$ cat src/sv/nttoi_pkg.sv
// ----------------------------------------------------------------------------
// nttoi_pkg
// Shared types and helpers for the numeral text to 128-bit integer parser.
// ----------------------------------------------------------------------------
package nttoi_pkg;

    // accumulator width and its two 64-bit halves
    localparam int ACC_W  = 128;
    localparam int HALF_W = 64;

    // characters that matter to the parser
    localparam logic [7:0] CH_ZERO = 8'h30;
    localparam logic [7:0] CH_X_LO = 8'h78;
    localparam logic [7:0] CH_X_UP = 8'h58;
    localparam logic [7:0] CH_B_LO = 8'h62;
    localparam logic [7:0] CH_B_UP = 8'h42;
    localparam logic [7:0] CH_O_LO = 8'h6F;
    localparam logic [7:0] CH_O_UP = 8'h4F;

    // number base selected for the current literal
    typedef enum logic [1:0] {
        RADIX_2,
        RADIX_8,
        RADIX_10,
        RADIX_16
    } radix_t;

    // one classified character handed from the front to the back
    typedef struct packed {
        logic [3:0] digit;
        radix_t     radix;
        logic       bad;
        logic       last;
    } entry_t;

    // queue occupancy flags
    typedef struct packed {
        logic full;
        logic empty;
    } fifo_status_t;

    // numeric value of a base, for the digit range check
    function automatic logic [4:0] radix_limit(radix_t r);
        logic [4:0] lim;
        case (r)
            RADIX_2:  lim = 5'd2;
            RADIX_8:  lim = 5'd8;
            RADIX_10: lim = 5'd10;
            RADIX_16: lim = 5'd16;
            default:  lim = 5'd10;
        endcase
        return lim;
    endfunction

endpackage

$ cat src/sv/numeral_text_to_int128.sv
// ----------------------------------------------------------------------------
// numeral_text_to_int128
// Parses a numeral literal, one ascii character per beat, into 128 bits.
// ----------------------------------------------------------------------------
// Usage:
//   char channel: char_valid / char_stall carry char_code and is_last; a
//   literal is a run of beats closed by one with is_last set. A leading
//   "0x", "0b" or "0o" (either case) picks base 16, 2 or 8 when more
//   characters follow; otherwise the base is 10.
//   res channel: res_valid / res_stall carry low_half, high_half and
//   valid_res, one beat per literal; an illegal character gives valid_res
//   low and both halves zero. The value wraps modulo 2^128.
//   Throughput: one character per cycle while char_stall is low, set by
//   the shift-and-add update of the 128-bit accumulator in the back end.
//   The last character of a literal passes through the two-entry queue
//   and then the output register before its result beat shows up.
//   While res_stall holds, the result beat waits in its register; the
//   queue keeps taking characters until a second last character backs up,
//   then char_stall rises. Reset clears the queue, the base and the
//   accumulator; no clearing pass is needed.
// ----------------------------------------------------------------------------
module numeral_text_to_int128 (
    input  logic        clk,
    input  logic        rst_n,
    input  logic        char_valid,
    output logic        char_stall,
    input  logic [7:0]  char_code,
    input  logic        is_last,
    output logic        res_valid,
    input  logic        res_stall,
    output logic [63:0] low_half,
    output logic [63:0] high_half,
    output logic        valid_res
);
    import nttoi_pkg::*;

    fifo_status_t q_status;
    entry_t       push_entry;
    entry_t       head;
    logic         push;
    logic         pop;

    // character classification and prefix tracking
    nttoi_front u_front (
        .clk        (clk),
        .rst_n      (rst_n),
        .char_valid (char_valid),
        .char_stall (char_stall),
        .char_code  (char_code),
        .is_last    (is_last),
        .q_status   (q_status),
        .push       (push),
        .push_entry (push_entry)
    );

    // decoupling queue
    nttoi_fifo u_fifo (
        .clk        (clk),
        .rst_n      (rst_n),
        .push       (push),
        .push_entry (push_entry),
        .pop        (pop),
        .head       (head),
        .status     (q_status)
    );

    // accumulator and result register
    nttoi_back u_back (
        .clk       (clk),
        .rst_n     (rst_n),
        .head      (head),
        .q_status  (q_status),
        .pop       (pop),
        .res_valid (res_valid),
        .res_stall (res_stall),
        .low_half  (low_half),
        .high_half (high_half),
        .valid_res (valid_res)
    );

`ifndef ASSERT_OFF
    // queue never written while full
    a_no_overflow: assert property (@(posedge clk) disable iff (!rst_n)
        push |-> !q_status.full)
        else $error("digit queue overflow");

    // back end never pops an empty queue
    a_no_underflow: assert property (@(posedge clk) disable iff (!rst_n)
        pop |-> !q_status.empty)
        else $error("digit queue underflow");

    // an invalid literal reports zero halves
    a_zero_on_invalid: assert property (@(posedge clk) disable iff (!rst_n)
        (res_valid && !valid_res) |-> (low_half == '0 && high_half == '0))
        else $error("invalid literal with nonzero value");
`endif

endmodule

$ cat src/sv/nttoi_front.sv
// ----------------------------------------------------------------------------
// nttoi_front
// Accepts characters, tracks the base prefix and classifies each character
// into a digit beat for the arithmetic back end.
// ----------------------------------------------------------------------------
module nttoi_front (
    input  logic                  clk,
    input  logic                  rst_n,
    input  logic                  char_valid,
    output logic                  char_stall,
    input  logic [7:0]            char_code,
    input  logic                  is_last,
    input  nttoi_pkg::fifo_status_t q_status,
    output logic                  push,
    output nttoi_pkg::entry_t     push_entry
);
    import nttoi_pkg::*;

    radix_t     radix_reg, radix_next;
    logic [1:0] position_reg, position_next;
    logic       first_zero_reg, first_zero_next;

    logic       accept;
    logic       prefix_slot;
    logic       is_prefix;
    radix_t     prefix_radix;
    logic       is_digit;
    logic [3:0] digit_val;

    // a beat is taken whenever the queue has room
    assign char_stall = q_status.full;
    assign accept     = char_valid && !char_stall;

    // prefix letter only counts as second character after a zero, not last
    assign prefix_slot = (position_reg == 2'd1) && first_zero_reg && !is_last;

    always_comb
    begin
        is_prefix    = 1'b0;
        prefix_radix = radix_reg;
        if (prefix_slot)
        begin
            if (char_code == CH_X_LO || char_code == CH_X_UP)
            begin
                is_prefix    = 1'b1;
                prefix_radix = RADIX_16;
            end
            else if (char_code == CH_B_LO || char_code == CH_B_UP)
            begin
                is_prefix    = 1'b1;
                prefix_radix = RADIX_2;
            end
            else if (char_code == CH_O_LO || char_code == CH_O_UP)
            begin
                is_prefix    = 1'b1;
                prefix_radix = RADIX_8;
            end
        end
    end

    // ascii digit decode
    always_comb
    begin
        is_digit  = 1'b1;
        digit_val = 4'd0;
        case (char_code) inside
            [8'h30:8'h39]: digit_val = 4'(char_code - 8'h30);
            [8'h61:8'h66]: digit_val = 4'(char_code - 8'h61 + 8'd10);
            [8'h41:8'h46]: digit_val = 4'(char_code - 8'h41 + 8'd10);
            default:       is_digit  = 1'b0;
        endcase
    end

    // classified beat toward the back end; prefix letters add nothing
    assign push             = accept && !is_prefix;
    assign push_entry.digit = digit_val;
    assign push_entry.radix = radix_reg;
    assign push_entry.bad   = !is_digit || ({1'b0, digit_val} >= radix_limit(radix_reg));
    assign push_entry.last  = is_last;

    // literal state, back to reset after the last character
    always_comb
    begin
        radix_next      = radix_reg;
        position_next   = position_reg;
        first_zero_next = first_zero_reg;
        if (accept)
        begin
            if (is_last)
            begin
                radix_next      = RADIX_10;
                position_next   = 2'd0;
                first_zero_next = 1'b0;
            end
            else
            begin
                radix_next = prefix_radix;
                if (position_reg == 2'd0)
                begin
                    first_zero_next = (char_code == CH_ZERO);
                end
                if (position_reg != 2'd2)
                begin
                    position_next = position_reg + 2'd1;
                end
            end
        end
    end

    always_ff @(posedge clk or negedge rst_n)
    begin
        if (!rst_n)
        begin
            radix_reg      <= RADIX_10;
            position_reg   <= 2'd0;
            first_zero_reg <= 1'b0;
        end
        else
        begin
            radix_reg      <= radix_next;
            position_reg   <= position_next;
            first_zero_reg <= first_zero_next;
        end
    end

endmodule

$ cat src/sv/nttoi_fifo.sv
// ----------------------------------------------------------------------------
// nttoi_fifo
// Two-entry queue of classified digit beats between front and back end.
// ----------------------------------------------------------------------------
module nttoi_fifo (
    input  logic                    clk,
    input  logic                    rst_n,
    input  logic                    push,
    input  nttoi_pkg::entry_t       push_entry,
    input  logic                    pop,
    output nttoi_pkg::entry_t       head,
    output nttoi_pkg::fifo_status_t status
);
    import nttoi_pkg::*;

    entry_t     slots [2];
    logic       wr_ptr_reg, wr_ptr_next;
    logic       rd_ptr_reg, rd_ptr_next;
    logic [1:0] count_reg, count_next;

    assign head         = slots[rd_ptr_reg];
    assign status.full  = (count_reg == 2'd2);
    assign status.empty = (count_reg == 2'd0);

    // pointer and occupancy update
    always_comb
    begin
        wr_ptr_next = push ? !wr_ptr_reg : wr_ptr_reg;
        rd_ptr_next = pop  ? !rd_ptr_reg : rd_ptr_reg;
        count_next  = count_reg;
        if (push && !pop)
        begin
            count_next = count_reg + 2'd1;
        end
        else if (pop && !push)
        begin
            count_next = count_reg - 2'd1;
        end
    end

    always_ff @(posedge clk or negedge rst_n)
    begin
        if (!rst_n)
        begin
            wr_ptr_reg <= 1'b0;
            rd_ptr_reg <= 1'b0;
            count_reg  <= 2'd0;
        end
        else
        begin
            wr_ptr_reg <= wr_ptr_next;
            rd_ptr_reg <= rd_ptr_next;
            count_reg  <= count_next;
        end
    end

    // entry storage
    always_ff @(posedge clk)
    begin
        if (push)
        begin
            slots[wr_ptr_reg] <= push_entry;
        end
    end

endmodule

$ cat src/sv/nttoi_back.sv
// ----------------------------------------------------------------------------
// nttoi_back
// Runs acc = acc * base + digit over 128 bits and registers the result
// beat on the last character of a literal.
// ----------------------------------------------------------------------------
module nttoi_back (
    input  logic                    clk,
    input  logic                    rst_n,
    input  nttoi_pkg::entry_t       head,
    input  nttoi_pkg::fifo_status_t q_status,
    output logic                    pop,
    output logic                    res_valid,
    input  logic                    res_stall,
    output logic [63:0]             low_half,
    output logic [63:0]             high_half,
    output logic                    valid_res
);
    import nttoi_pkg::*;

    logic [ACC_W-1:0]  acc_reg, acc_next;
    logic              bad_reg, bad_next;
    logic              res_valid_reg, res_valid_next;
    logic [HALF_W-1:0] low_reg, low_next;
    logic [HALF_W-1:0] high_reg, high_next;
    logic              ok_reg, ok_next;

    logic [ACC_W-1:0]  scaled;
    logic [ACC_W-1:0]  stepped;
    logic              lit_bad;
    logic              out_free;

    // result register can take a new beat when empty or draining
    assign out_free = !res_valid_reg || !res_stall;
    assign pop      = !q_status.empty && (!head.last || out_free);

    // multiply by the base with shifts, then add the digit
    always_comb
    begin
        case (head.radix)
            RADIX_2:  scaled = acc_reg << 1;
            RADIX_8:  scaled = acc_reg << 3;
            RADIX_16: scaled = acc_reg << 4;
            RADIX_10: scaled = (acc_reg << 3) + (acc_reg << 1);
            default:  scaled = acc_reg;
        endcase
        stepped = scaled + {{(ACC_W-4){1'b0}}, head.digit};
    end

    assign lit_bad = bad_reg || head.bad;

    // accumulator and sticky error flag
    always_comb
    begin
        acc_next = acc_reg;
        bad_next = bad_reg;
        if (pop)
        begin
            if (head.last)
            begin
                acc_next = '0;
                bad_next = 1'b0;
            end
            else
            begin
                bad_next = lit_bad;
                if (!head.bad)
                begin
                    acc_next = stepped;
                end
            end
        end
    end

    // result beat register
    always_comb
    begin
        res_valid_next = res_valid_reg && res_stall;
        low_next       = low_reg;
        high_next      = high_reg;
        ok_next        = ok_reg;
        if (pop && head.last)
        begin
            res_valid_next = 1'b1;
            ok_next        = !lit_bad;
            low_next       = lit_bad ? '0 : stepped[HALF_W-1:0];
            high_next      = lit_bad ? '0 : stepped[ACC_W-1:HALF_W];
        end
    end

    always_ff @(posedge clk or negedge rst_n)
    begin
        if (!rst_n)
        begin
            acc_reg       <= '0;
            bad_reg       <= 1'b0;
            res_valid_reg <= 1'b0;
        end
        else
        begin
            acc_reg       <= acc_next;
            bad_reg       <= bad_next;
            res_valid_reg <= res_valid_next;
        end
    end

    always_ff @(posedge clk)
    begin
        low_reg  <= low_next;
        high_reg <= high_next;
        ok_reg   <= ok_next;
    end

    assign res_valid = res_valid_reg;
    assign low_half  = low_reg;
    assign high_half = high_reg;
    assign valid_res = ok_reg;

endmodule

$ cat config.mk
export PLATFORM = sky130hd
export DESIGN_NAME = numeral_text_to_int128
export DESIGN_NICKNAME = d
export VERILOG_FILES = /design/src/sv/nttoi_pkg.sv /design/src/sv/numeral_text_to_int128.sv /design/src/sv/nttoi_front.sv /design/src/sv/nttoi_fifo.sv /design/src/sv/nttoi_back.sv
export SDC_FILE = /design/constraint.sdc
export NUM_CORES = 1
export LEC_CHECK = 0
export ABC_CLOCK_PERIOD_IN_PS = 8800
export BUFFER_PORTS_ARGS = -buffer_cell sky130_fd_sc_hd__buf_2
export CORE_ASPECT_RATIO = 0.75
export CORE_MARGIN = 4
export CORE_UTILIZATION = 49
export DETAILED_ROUTE_END_ITERATION = 12
export PLACE_DENSITY = 0.66
export SLEW_MARGIN = 40
export SYNTH_ARGS = -nofsm -noshare
export SYNTH_HDL_FRONTEND = slang
export SYNTH_SLANG_ARGS = --single-unit
export TNS_END_PERCENT = 30
$ cat constraint.sdc
create_clock -name clk -period 8.8 [get_ports clk]
set_input_delay 1.76 -clock clk [delete_from_list [all_inputs] [get_ports clk]]
set_output_delay 1.76 -clock clk [all_outputs]
set_load 0.1 [all_outputs]
==> summary.md <==
| Metric | Value |
|---|---|
| Drt initial violations | 4691 |
| Worst min-delay path category | reg -> reg |
| Cells after Synth | 3860 |
| CTS tree | yes |
| Clock share of power | 18.3% |
| Crit path buffers/inverters | 1 |
| Pin count of the biggest net entering global routing | 87 |
| Synth cell types | 105 |
| Final hold vios | 0 |
| GPL Wtd Cong | 1.13 |
| Count leader, synth | nand2_1 |
| Root buf cell | clkbuf_16 |
| Dominant cell type by area after synthesis | edfxtp_1 |
| Slew Limit Fails | 0 |
| Synth top area share | 15.2% |
| Number of gates resized after cts | 0 |
| DRC Markers | 0 |
| Synthesis-to-layout area growth | 8.18% |
| CP Cell Sequence | buf_4 > mux2_4 > o21ai_0 > ha_1 > a21oi_1 > nor4b_2 > o21ai_1 > or4b_1 > nor4_1 > or3b_1 > or4_4 > nor4_4 > nand4bb_1 > xnor2_1 > nor2_1 |
| Post-synth EDFFs | 145 |
| WHS Path Cells | 1 |
| Combinational fraction of design power | 53.0% |
| Post-CTS Hold Buffers | 0 |
| Endpoints failing setup | 0 |
| P_leak | 11.6 nW |
| Max-slew headroom | 34.2% |
| ANT nets after route | 0 |
| Clk Latency, worst-skew pair | 0.63 ns |
| List of most frequent post-synthesis cells | nand2_1, nor2_1, a21oi_1 |
| Routed wire length | 128000 um |
| Setup TNS | 0 ns |
| Sequential Power Share | 28.6% |
| Initial Utilization | 49.7% |
| RSZ-0062 raised after global routing | false |
| Warnings from Yosys | 0 |
| Met3 wire len | 18400 um |
| Fill cells | 5665 |
| Syn Area/Cell | 7.41 um^2 |
| Critical path required time | 9.16 ns |
| Critical R2R Capture | u_back.high_half[62] |
| Slew @ Worst Pin | 0.981 ns |
| Crit path DAT | 7.65 ns |
| TritonCTS Buffers | 29 |
| Register area share after synthesis | 27.3% |
| Slowest CP cell | dfrtp_1 |
| Synth area leaders | edfxtp_1, dfrtp_1, nand2_1 |
| Critical path class | reg -> reg |
| Drt pass-1 iters | 6 |
| Ys async rst share | 48.8% |
| Final net count | 4009 |
| Number of flip-flops under the largest register name | 127 |
| R2R setup slack | 1.51 ns |
| Min-delay src | u_fifo.wr_ptr_reg |
| Longest Clk Path Bufs | 3 |
| Maximum VDD drop | 0.299 mV |
| Period Utilization, post-route | 82.9% |
| Max incr delay on CP | 0.75 ns |
| Reg2Reg Depth | 15 |
| Hold EP | u_fifo.wr_ptr_reg |
| Critical path's top delay family | simple AND/OR/NAND/NOR gates |
| Cell Area, Synth | 28600 um^2 |
| Switching Power | 0.00378 W |
| Die X | 287 um |
| Highest metal used | met5 |
| Initial antenna violation count | 3 |
| Vias per cell | 6.93 |
| Core area | 57600 um^2 |
| PortBufs | 143 |
| GRT Overall Usage | 39.5% |
| Max Clock Skew | 0.0307 ns |
| Reg clk slew, reported paths | 0.07 ns |
| Top FF cell, synth | edfxtp_1 |
| Std-Cell Rows | 76 |
| Status | complete, no violations |
| Beginning of the worst register-to-register path | u_fifo.rd_ptr_reg |
| Seq cells post-synth | 283 |
| DP HPWL | 102000 um |
| IO Count | 144 |
| Met2 Wirelength | 50200 um |
| Via count | 32300 |
| Die area | 62400 um^2 |
| H-tree Lvls | 1 |
| M1 WL | 55400 um |
| Internal power | 0.00293 W |
| Clk sink count | 283 |
| Pwr/cell area | 217 nW/um^2 |
| Number of global-route vias before repair | 28700 |
| CP Capture Type | flop |
| WHS | 0.487 ns |
| Crit path max fanout | 43 |
| GRT overflow | 0 |
| Chip height | 217 um |
| Fmax | 0.137 GHz |
| Net switching fraction of the power | 56.3% |
| Fraction of layout cells with a size suffix above 1 | 8.93% |
| CP Launch Type | flop |
| Drt wl/cell | 27.6 um |
| Global-route wire length before repair | 190000 um |
| Post-CTS Repair Setup Buffers | 0 |
| Fin crit period | 7.29 ns |
| Syn Nets | 4016 |
| Max-cap violations | 0 |
-- worst max path at each step --
stage	cells past startpoint	startpoint	to
global placement	16	u_back.acc_reg[10]	u_back.high_half[62]
floorplan	3	res_stall	u_back.high_half[0]
global route	15	u_fifo.rd_ptr_reg	u_back.high_half[62]
CTS	16	u_fifo.rd_ptr_reg	u_back.high_half[34]
finish	15	u_fifo.rd_ptr_reg	u_back.high_half[62]
detailed placement	16	u_fifo.rd_ptr_reg	u_back.high_half[34]
-- layout make-up --
type | instances | area [um^2] | share of cell area [%]
Multi-Input combinational cell | 3282 | 19800 | 64.1
Sequential cell | 283 | 7810 | 25.2
Timing Repair Buffer | 192 | 1170 | 3.77
Tap cell | 780 | 976 | 3.15
Clock buffer | 39 | 793 | 2.56
Inverter | 65 | 244 | 0.788
Clock inverter | 14 | 116 | 0.376
Antenna cell | 2 | 5.00 | 0.0162
-- stage by stage --
step	area [um^2]	std cells	utilization [%]	setup WS (ns)	total power (W)
floorplan	28600	3860	-	0.670	0.00473
finish	31000	4657	53.7	1.51	0.00672
detailed placement	30000	4600	52.0	1.61	0.00547
global route	31000	4655	53.7	1.37	0.00696
CTS	30900	4653	53.6	1.60	0.00670
global placement	29800	4593	51.7	1.53	0.00545
-- power groups by stage --
stage | combinational (W) | clock, W | sequential, W
floorplan | 0.00108 | 0 | 0.00365
global placement | 0.00350 | 0 | 0.00195
detailed placement | 0.00353 | 0 | 0.00194
CTS | 0.00353 | 0.00124 | 0.00192
global route | 0.00371 | 0.00130 | 0.00195
finish | 0.00356 | 0.00123 | 0.00192
-- metal layers --
layer / GRT usage (%) / vias to the layer above
li1: - / 14400
met1: 59.3 / 15400
met2: 53.8 / 2192
met3: 12.6 / 269
met4: 11.2 / 2
met5: 0 / -
-- cells by family (layout without fill, tap and decap cells) --
kind of cell | after synthesis | in the layout | synth area share, %
and+or+nand+nor | 1717 | 1717 | 28.6
xor gates and xnor gates | 171 | 171 | 5.23
buffers and inverters | 295 | 310 | 4.31
muxes | 60 | 60 | 2.23
other | 0 | 2 | 0
adders and majority gates | 143 | 143 | 6.30
AOI/OAI and AO/OA | 1191 | 1191 | 26.0
DFF | 283 | 283 | 27.3
-- cells in the final DEF, fill, tap and decap left out, drive strengths merged, types with 15 or more instances in the layout --
| master | n |
|---|---|
| inv | 67 |
| nor3 | 110 |
| o21a | 30 |
| a211oi | 56 |
| buf | 190 |
| a21oi | 357 |
| or3 | 25 |
| dfrtp | 137 |
| xor2 | 90 |
| o22ai | 19 |
| a21o | 39 |
| o21ai | 364 |
| nand2b | 21 |
| xnor2 | 81 |
| o211ai | 30 |
| nor4 | 52 |
| edfxtp | 145 |
| nor2b | 17 |
| and4 | 27 |
| nor2 | 527 |
| clkbuf | 40 |
| nand4 | 129 |
| mux2i | 47 |
| and3 | 27 |
| o221ai | 25 |
| a31oi | 35 |
| and2 | 20 |
| nand3 | 124 |
| nand2 | 536 |
| ha | 141 |
| nor3b | 15 |
| o31ai | 25 |
| a221oi | 30 |
Note: power is estimated with default switching activity, not from simulation.
